[config.mk]
export PLATFORM = sky130hd
export DESIGN_NAME = pes_mul
export DESIGN_NICKNAME = d
export VERILOG_FILES = /design/src/hdl/pes_pkg.sv /design/src/hdl/pes_mul.sv
export SDC_FILE = /design/constraint.sdc
export NUM_CORES = 1
export LEC_CHECK = 0
export BUFFER_PORTS_ARGS = -buffer_cell sky130_fd_sc_hd__buf_4
export CELL_PAD_IN_SITES_DETAIL_PLACEMENT = 0
export CELL_PAD_IN_SITES_GLOBAL_PLACEMENT = 1
export CORE_ASPECT_RATIO = 0.6
export CORE_UTILIZATION = 55
export DETAILED_ROUTE_END_ITERATION = 8
export GPL_TIMING_DRIVEN = 0
export HOLD_SLACK_MARGIN = 0.08
export PLACE_DENSITY_LB_ADDON = 0.1
export SKIP_CTS_REPAIR_TIMING = 1
export SYNTH_ARGS = -nofsm -noshare
export SYNTH_HDL_FRONTEND = slang
export SYNTH_SLANG_ARGS = --single-unit
[constraint.sdc]
create_clock -name clock -period 14.15 [get_ports clock]
set_input_delay 0.7075 -clock clock [delete_from_list [all_inputs] [get_ports clock]]
set_output_delay 0.7075 -clock clock [all_outputs]
set_load 0.02 [all_outputs]
[src/hdl/pes_pkg.sv]
package pes_pkg;

   // Capacity of one run and geometry of the element and prefix stores.
   localparam int MAX_LEN     = 64;
   localparam int STORE_DEPTH = 64;
   localparam int ADDR_W      = 6;
   localparam int COUNT_W     = 7;
   localparam int DATA_W      = 32;

   // Result transfer layout: index in the low bits, product above, zero padding.
   localparam int INDEX_W     = 6;
   localparam int RSP_DATA_W  = 40;

   // Access control for the element and prefix stores.
   typedef struct packed {
      logic                we_elem;
      logic                we_pref;
      logic [ADDR_W-1:0]   waddr;
      logic                re;
      logic [ADDR_W-1:0]   raddr;
   } mem_ctrl_type;

endpackage

[src/hdl/pes_mul.sv]
module pes_mul (
   input  logic                      clock,
   input  logic [pes_pkg::DATA_W-1:0] op_a,
   input  logic [pes_pkg::DATA_W-1:0] op_b,
   output logic [pes_pkg::DATA_W-1:0] product
);
   import pes_pkg::*;

   logic [DATA_W-1:0]   full_prod;
   logic [DATA_W-1:0]   product_ff;

   // Only the low word is kept, so signed and unsigned operands give the same bits.
   assign full_prod = op_a * op_b;

   // Registered result of the shared multiplier.
   always_ff @(posedge clock) begin
      product_ff <= full_prod;
   end

   assign product = product_ff;

endmodule

==> flow_metrics.env <==
export IMPL_outcome="completed"
export IMPL_synth_cell_types=45
export IMPL_fp_dieW_um=225
export IMPL_hold_viol_final=0
export IMPL_grt_max_degree=13
export IMPL_worstSetupStartpointType="input port"
export IMPL_final_util_pct=61.2
export IMPL_num_vias=12200
export IMPL_clock_sinks=32
export IMPL_clock_fmax_mhz=110
export IMPL_htreeDepth=2
export IMPL_setup_viol=0
export IMPL_coreArea_mm2=0.0291
export IMPL_firstDrtPassIters=5
export IMPL_synth_top_cell_by_area="fa_1"
export IMPL_antenna_left=0
export IMPL_crit_arrival_ns=9.32
export IMPL_wirelength_um=53200
export IMPL_cts_buffer_depth=2
export IMPL_cpMaxStageDelayCell="clkbuf_1"
export IMPL_nFillCells=2673
export IMPL_max_cap_viol_count=0
export IMPL_rsz0062_at_grt="no"
export IMPL_path_class="in2reg"
export IMPL_slew_headroom_pct=12.2
export IMPL_worst_pin_slew_ns=1.32
export IMPL_final_cell_mix="fa_1 (408), and2_1 (368), inv_1 (363)"
export IMPL_syn_nets=2337
export IMPL_die_h_um=136
export IMPL_hold_path_cell_count=2
export IMPL_dr_first_iter_drc_count=1096
export IMPL_synth_avg_cell_area_um2=9.43
export IMPL_yosysSeqAreaShare_pct=3.90
export IMPL_synth_top_area_share_pct=49.7
export IMPL_syn_area_mm2=0.0164
export IMPL_hold_path_class="in2reg"
export IMPL_cts_made_buffers=5
export IMPL_crit_path_frequent_cell="fa_1"
export IMPL_crit_required_ns=14.39
export IMPL_dieArea_mm2=0.0306
export IMPL_post_route_min_period_ns=9.08
export IMPL_min_from="op_b[0]"
export IMPL_yosysWarnings=0
export IMPL_largest_reg_flops=32
export IMPL_holdPathEnd="product[0]"
export IMPL_setup_tns_ns=0
export IMPL_drv_slew=0
export IMPL_start_util_pct=56.5
export IMPL_via_per_inst=5.43
export IMPL_path_cells="buf_4, clkbuf_1, clkbuf_1, and2_1, fa_1, fa_1, fa_1, inv_1, fa_1, inv_1, ha_1, ha_1, fa_1, fa_1, ha_1, and3_2, nand3_1, and3b_1, o221ai_1, a21boi_0, a41oi_1, o21ai_0, xor2_1"
export IMPL_synth_seq_cells=32
export IMPL_drc_errors=0
export IMPL_synth_area_leaders="fa_1 (50%), and2_1 (14%), ha_1 (9.4%)"
export IMPL_grt_pass1_vias=12400
export IMPL_grt_pass1_wl_um=79100
export IMPL_ios=97
export IMPL_num_rows=48
export IMPL_syn_to_final_growth_pct=8.26
export IMPL_async_flop_share_pct=0
export IMPL_synthCells=1741
export IMPL_crit_fanout=11
export IMPL_port_buffers=94
export IMPL_final_common_cell="fa_1"
export IMPL_hpwl_um=44600
export IMPL_place_gp_congestion=0.996
export IMPL_drive_above_1_share_pct=6.24
export IMPL_worstSetupEndpointType="flop"
export IMPL_detail_route_wl_per_cell_um=23.7
export IMPL_grt_overflow=0
export IMPL_cts_tree="done"
export IMPL_antenna_found_initial=2
export IMPL_fin_nets=2438
export IMPL_synth_edff_count=0
export IMPL_timing_final_crit_share_pct=64.2
export IMPL_clk_pin_slew_ns=0.06
export IMPL_cts_root_buf="clkbuf_16"
export IMPL_grt_usage_pct=37.1
export IMPL_cpPeakStageDelay_ns=0.91
export IMPL_synth_main_ff_cell="dfxtp_1"
-- cells by family after synthesis --
kind of cell	after synthesis	share of synthesized area, %
AOI/OAI and AO/OA	76	3.26
buffers and inverters	443	10.1
xor gates and xnor gates	84	4.48
and+or+nand+nor	575	19.1
adders and majority gates	531	59.1
DFF	32	3.90
-- cell type report --
class	instances	area (um^2)	share of cell area (%)
antenna	1	2.50	0.0141
buffer	80	300	1.69
clock buffer	5	125	0.704
clock inverter	3	23.8	0.134
inverter	363	1360	7.66
multi-input combinational	1266	14100	79.4
sequential	32	641	3.60
tap	400	500	2.81
timing repair buffer	94	706	3.97
-- critical path: cells and delay by family --
family / cells / cell delay, ns
adders and majority gates: 9 / 3.75
buffers and inverters: 5 / 1.86
AOI/OAI and AO/OA: 4 / 1.86
and+or+nand+nor: 4 / 0.94
xor gates and xnor gates: 1 / 0.16
-- worst max path at each step --
| stage | start | to | slack (ns) | cells after the start |
|---|---|---|---|---|
| floorplan | op_b[3] | product[29] | 7.04 | 24 |
| global placement | op_a[3] | product[28] | 5.08 | 23 |
| detailed placement | op_a[3] | product[28] | 5.09 | 23 |
| CTS | op_a[3] | product[28] | 5.38 | 23 |
| global route | op_a[3] | product[28] | 4.95 | 23 |
| finish | op_a[3] | product[28] | 5.07 | 23 |
-- cell usage after synthesis (all sizes together) (2+ instances only) --
cell type,n
nor2,11
inv,363
o21ai,11
a31oi,2
xor2,19
nand3,7
and3,3
a221oi,2
o21a,4
a21o,10
or4,2
and2,369
o211ai,3
clkbuf,80
nor3,5
nand2b,2
o21bai,6
ha,123
dfxtp,32
a21oi,23
nor2b,2
xnor2,65
o31ai,2
fa,408
nand2,169
a211oi,5
-- per-layer routing --
metal / routed length [um] / part of all wire, % / GRT usage [%] / vias up
li1: - / - / - / 5266
met1: 23500 / 44 / 53.6 / 6188
met2: 19800 / 37 / 47.6 / 663
met3: 8460 / 16 / 20.3 / 61
met4: 1140 / 2.1 / 7.45 / 4
met5: 157 / 0.30 / 3.87 / -
-- through the flow --
stage | hold slack (ns) | cells | area, um^2 | setup slack, ns
final | 0.659 | 2244 | 17800 | 5.07
after global routing | 0.676 | 2243 | 17800 | 4.95
after CTS | 0.643 | 2243 | 17800 | 5.38
after detailed placement | 0.974 | 2235 | 17600 | 5.09
after global placement | 0.964 | 2235 | 17600 | 5.08
after floorplan | 0.835 | 1741 | 16400 | 7.04
Power is not shown: default switching activity piles up to over one toggle a cycle in this logic, so the estimate is an artifact.
