**src/hdl/pes_pkg.sv**
```systemverilog
package pes_pkg;

   // Capacity of one run and geometry of the element and prefix stores.
   localparam int MAX_LEN     = 64;
   localparam int STORE_DEPTH = 64;
   localparam int ADDR_W      = 6;
   localparam int COUNT_W     = 7;
   localparam int DATA_W      = 32;

   // Result transfer layout: index in the low bits, product above, zero padding.
   localparam int INDEX_W     = 6;
   localparam int RSP_DATA_W  = 40;

   // Access control for the element and prefix stores.
   typedef struct packed {
      logic                we_elem;
      logic                we_pref;
      logic [ADDR_W-1:0]   waddr;
      logic                re;
      logic [ADDR_W-1:0]   raddr;
   } mem_ctrl_type;

endpackage

```
**src/hdl/pes_mem.sv**
```systemverilog
module pes_mem (
   input  logic                       clock,
   input  pes_pkg::mem_ctrl_type      ctrl,
   input  logic [pes_pkg::DATA_W-1:0] wdata_elem,
   input  logic [pes_pkg::DATA_W-1:0] wdata_pref,
   output logic [pes_pkg::DATA_W-1:0] rdata_elem,
   output logic [pes_pkg::DATA_W-1:0] rdata_pref
);
   import pes_pkg::*;

   logic [DATA_W-1:0] elem_mem [STORE_DEPTH];
   logic [DATA_W-1:0] pref_mem [STORE_DEPTH];
   logic [DATA_W-1:0] rd_elem_ff;
   logic [DATA_W-1:0] rd_pref_ff;

   // Write port of both stores, sharing one address.
   always_ff @(posedge clock) begin
      if (ctrl.we_elem) begin
         elem_mem[ctrl.waddr] <= wdata_elem;
      end
      if (ctrl.we_pref) begin
         pref_mem[ctrl.waddr] <= wdata_pref;
      end
   end

   // Registered read port of both stores.
   always_ff @(posedge clock) begin
      if (ctrl.re) begin
         rd_elem_ff <= elem_mem[ctrl.raddr];
         rd_pref_ff <= pref_mem[ctrl.raddr];
      end
   end

   assign rdata_elem = rd_elem_ff;
   assign rdata_pref = rd_pref_ff;

endmodule

```
**config.mk**
```make
export PLATFORM = sky130hd
export DESIGN_NAME = pes_mem
export DESIGN_NICKNAME = d
export VERILOG_FILES = /design/src/hdl/pes_pkg.sv /design/src/hdl/pes_mem.sv
export SDC_FILE = /design/constraint.sdc
export NUM_CORES = 2
export LEC_CHECK = 0
export CAP_MARGIN = 5
export CORE_MARGIN = 5
export CORE_UTILIZATION = 36
export CTS_CLUSTER_SIZE = 8
export DETAILED_ROUTE_END_ITERATION = 7
export DONT_BUFFER_PORTS = 1
export PLACE_DENSITY_LB_ADDON = 0.3
export SYNTH_ARGS = -nofsm -noshare
export SYNTH_HDL_FRONTEND = slang
export SYNTH_SLANG_ARGS = --single-unit
```
**constraint.sdc**
```tcl
create_clock -name clock -period 8.9 [get_ports clock]
set_input_delay 0 -clock clock [delete_from_list [all_inputs] [get_ports clock]]
set_output_delay 0 -clock clock [all_outputs]
set_load 0.02 [all_outputs]
```
==> results.txt <==
The flow ran to the end, but the final reports show violations. The final reports fail on max-slew violations. The type of origin of the critical path is an input pin. On the worst path, the slowest cell contributes a delay of 0.77 ns. The I/O pin count is 144. The initial antenna violation count came to 33. The switching power came out at 0.009034 W. The total track usage is 0.2061. The synthesized design contains 4160 enable-type register cells.

STA classifies the critical path endpoint as a flop. The most numerous cell type found on the critical path is buf_16. The end-of-flow core utilization came out at 0.4225. Of the total power, the share spent switching nets is 0.2073. The routability-driven placement congestion ratio is 0.7612. The via count came out at 77150. The endpoint identified for the worst register-to-register timing path is rdata_pref[30]. The mean cell area of the mapped netlist came out at 23.69 um2. The count of final hold-check violations was 0.

The relative contribution of the clock network to total power came out at 0.452. The post-route setup TNS is 0 ns. The total design power is 0.04357 W. The transition time at the pin with the least slew margin came out at 1.937 ns. The clock-pin slew on the worst setup and hold paths is 0.05 ns.

The required time of the critical path came out at 9.55 ns. The insertion delay to the later sink of the worst-skew pair is 0.93 ns. The part of the power in registers is 0.503. The global-route wire length before repair came out at 648800 um. The final design instance area without fill came out at 183300 um2. The region available for standard cell placement spans 433900 um2. Counting instances, the worst hold path has a depth of 2.

The average via count per standard cell came out at 5.953. The initial core utilization is 0.3611. In this run, CTS created clock tree buffers numbering 594. The area added between synthesis and finish is 17.00%.

In this run the clock root is driven by a clkbuf_16. The worst slew margin relative to its limit came out at -0.2916. The setup-violating endpoint count in the final report came out at 0.

The path class of the tightest hold or removal check is in -> reg. The peak fanout along the critical path came out at 135. The number of input and output port buffers inserted is 0.

Entering global routing, the biggest net connects 358 pins. The number of warnings issued by yosys came out at 0. The critical path is of the in -> reg type. The total wire length is 473800 um. The synthesized area is 156700 um2. The library cells used most frequently in the layout, excluding fill and tap cells, are edfxtp_1 (4160), mux4_2 (1022), clkbuf_16 (611). The portion of the post-synthesis area used by sequential elements is 0.7974.

The clock period could shrink to 5.131 ns. Of the total power, combinational logic draws 0.045. The ratio of total power to cell area is 237.7 nW/um2.

The startpoint of the tightest hold check path is wdata_elem[15]. The path with the worst hold slack has its endpoint at elem_mem[25][15]. The tree built by TritonCTS fans out to 4160 sinks. The async set-or-reset flop fraction in the synthesized netlist came out at 0. The die is 669.7 um wide. The number of buffers on the longest clock path is 4. The count of H-tree levels built during CTS is 6. The clock tree from TritonCTS is yes. The total internal power came out at 0.03454 W. The site row count came out at 242.

The DRC violation count after routing came out at 0. Data on the critical path arrives at its endpoint at 5.78 ns. The register-to-register setup slack came out at 6.03 ns.

The share of the clock period used by the worst path is 0.5765. The detailed-placement wirelength estimate came out at 234100 um. In this run the critical register-to-register path is launched from pref_mem[18][30]. The number of nets produced by synthesis is 6693.

Measured along the y axis, the die boundary spans 669.7 um. The slowest stage of the critical path belongs to the cell buf_16. Dividing the detail-routed wire length by the instance count gives 36.56 um.

The highest ir drop seen on vdd came out at 0.1676 mV. The detail route stage leaves a number of antenna-violating nets equal to 0. The most frequent standard cell in the layout excluding fill and tap cells is edfxtp_1.

The critical path goes through buf_16 -> buf_16 -> buf_16 -> buf_16 -> buf_16 -> mux4_2 -> mux2i_1 -> a211oi_1 -> dlygate4sd3_1 -> o211a_1 -> dlygate4sd3_1. In this design, the largest share of critical-path delay is due to buffers and inverters. Max-cap violations in this run came to 0. The distinct cell type count of the synthesized netlist came out at 31.

For this run, the top clock speed supported by timing is 0.1949 GHz. The final layout contains 7247 nets. The reported leakage power came out at 56.43 nW. Summing all placed instances gives a cell area of 164800 um2. The share of layout cells above drive strength 1 is 0.2871.

The number of pins exceeding their max-slew limit in the final report came out at 279. The via count of the first global-routing pass came out at 78290. The dominant synthesized flop cell is edfxtp_1. The worst slack on hold paths came out at 0.06526 ns. Setup repair after global routing left no endpoint under its margin. The pre-antenna-repair detailed-routing pass consisted of 6 iterations. The number of gates resized after cts is 0. The floorplan die area came out at 448500 um2. The residual overflow from global routing is 0. The worst-case reg-to-reg path depth is 6. The DRC violation total after the first TritonRoute iteration came out at 10860. The number of buffers and inverters on the critical path is 7. The final setup skew came out at 0.05953 ns. The synthesis-stage register bit count is 4160.

Synthesis produced 6613 cells.
-- per-stage QoR --
step | std cells | worst slack [ns]
CTS | 12950 | 3.377
global route | 12950 | 3.289
floorplan | 6613 | 6.034
global placement | 12140 | 3.369
finish | 12960 | 3.769
detailed placement | 12140 | 3.428
-- kinds of logic after synthesis --
| logic type | synth area share |
|---|---|
| compound gates | 0.02818 |
| buf+inv | 0.01144 |
| flops | 0.7974 |
| mux | 0.1514 |
| simple gates | 0.01163 |
-- cell usage after synthesis (2+ instances only) --
| library cell | count | share of area |
|---|---|---|
| o221ai_1 | 96 | 0.0054 |
| nand3_1 | 100 | 0.0032 |
| nand2_1 | 19 | 0.00046 |
| mux2i_1 | 69 | 0.0044 |
| nand4_1 | 2 | 0.000080 |
| o211a_1 | 64 | 0.0041 |
| o22ai_1 | 93 | 0.0037 |
| edfxtp_1 | 4160 | 0.80 |
| a211oi_1 | 31 | 0.0015 |
| buf_4 | 21 | 0.0010 |
| inv_1 | 13 | 0.00031 |
| or3b_2 | 8 | 0.00045 |
| nor2b_1 | 5 | 0.00020 |
| buf_1 | 40 | 0.00096 |
| and2_1 | 2 | 0.000080 |
| or2_2 | 2 | 0.000080 |
| nand2b_1 | 7 | 0.00028 |
| a21oi_1 | 33 | 0.0011 |
| mux4_2 | 1022 | 0.15 |
| a22oi_1 | 256 | 0.012 |
| clkbuf_1 | 178 | 0.0043 |
| or3_1 | 4 | 0.00016 |
| buf_6 | 5 | 0.00036 |
| buf_2 | 142 | 0.0045 |
| nand3b_1 | 40 | 0.0019 |
| nor2_1 | 196 | 0.0047 |
-- per-layer routing --
metal,vias to the layer above,routed length [um],track usage
met4,6,14070,0.05789
met5,-,37,0
met2,4194,229900,0.3355
met1,42510,187100,0.2822
li1,29620,-,-
met3,822,42750,0.04276
-- worst reg2reg max path, cell delays in order (launching register included) --
cell,delay [ns]
edfxtp_1,0.38
mux4_2,0.47
mux2i_1,0.27
a21oi_1,0.13
dlygate4sd3_1,0.60
o211a_1,0.20
dlygate4sd3_1,0.55
-- cell type report --
cell class | instances | area [um2]
fillers | 36640 | 250600
well taps | 5734 | 7174
clock buffers | 614 | 15300
repair buffers | 344 | 4454
flip-flops and latches | 4160 | 124900
diodes | 10 | 25.02
multi-input cells | 2054 | 31040
clock inverters | 31 | 345.3
inverters | 13 | 48.80
-- flip-flops by register name, summed over array words and instances, names as in the netlist --
| name | count |
|---|---|
| rdata_pref | 32 |
| elem_mem | 2048 |
| pref_mem | 2048 |
| rdata_elem | 32 |
-- power groups by stage --
stage               registers, W  logic [W]  clock network, W
floorplan                 0.0222   0.000999                 0
global placement          0.0223    0.00150                 0
detailed placement        0.0223    0.00150                 0
CTS                       0.0219    0.00196            0.0200
global route              0.0219    0.00206            0.0208
finish                    0.0219    0.00196            0.0197
-- worst max-delay path by stage --
stage               startpoint              end  slack [ns]  cells past startpoint
finish                 ctrl[0]   rdata_pref[27]        3.77                     11
global route           ctrl[0]   rdata_pref[30]        3.29                     11
CTS                    ctrl[0]   rdata_pref[27]        3.38                     11
detailed placement     ctrl[0]   rdata_pref[26]        3.43                      9
global placement       ctrl[0]   rdata_pref[28]        3.37                      9
floorplan              ctrl[8]  pref_mem[42][0]        6.03                      6
-- timing repair --
action                                  CTS  global route
endpoints found under the hold margin  4460             0
buffers inserted                          0             0
hold buffers                            161             0
Power figures use the tool's default switching activity.
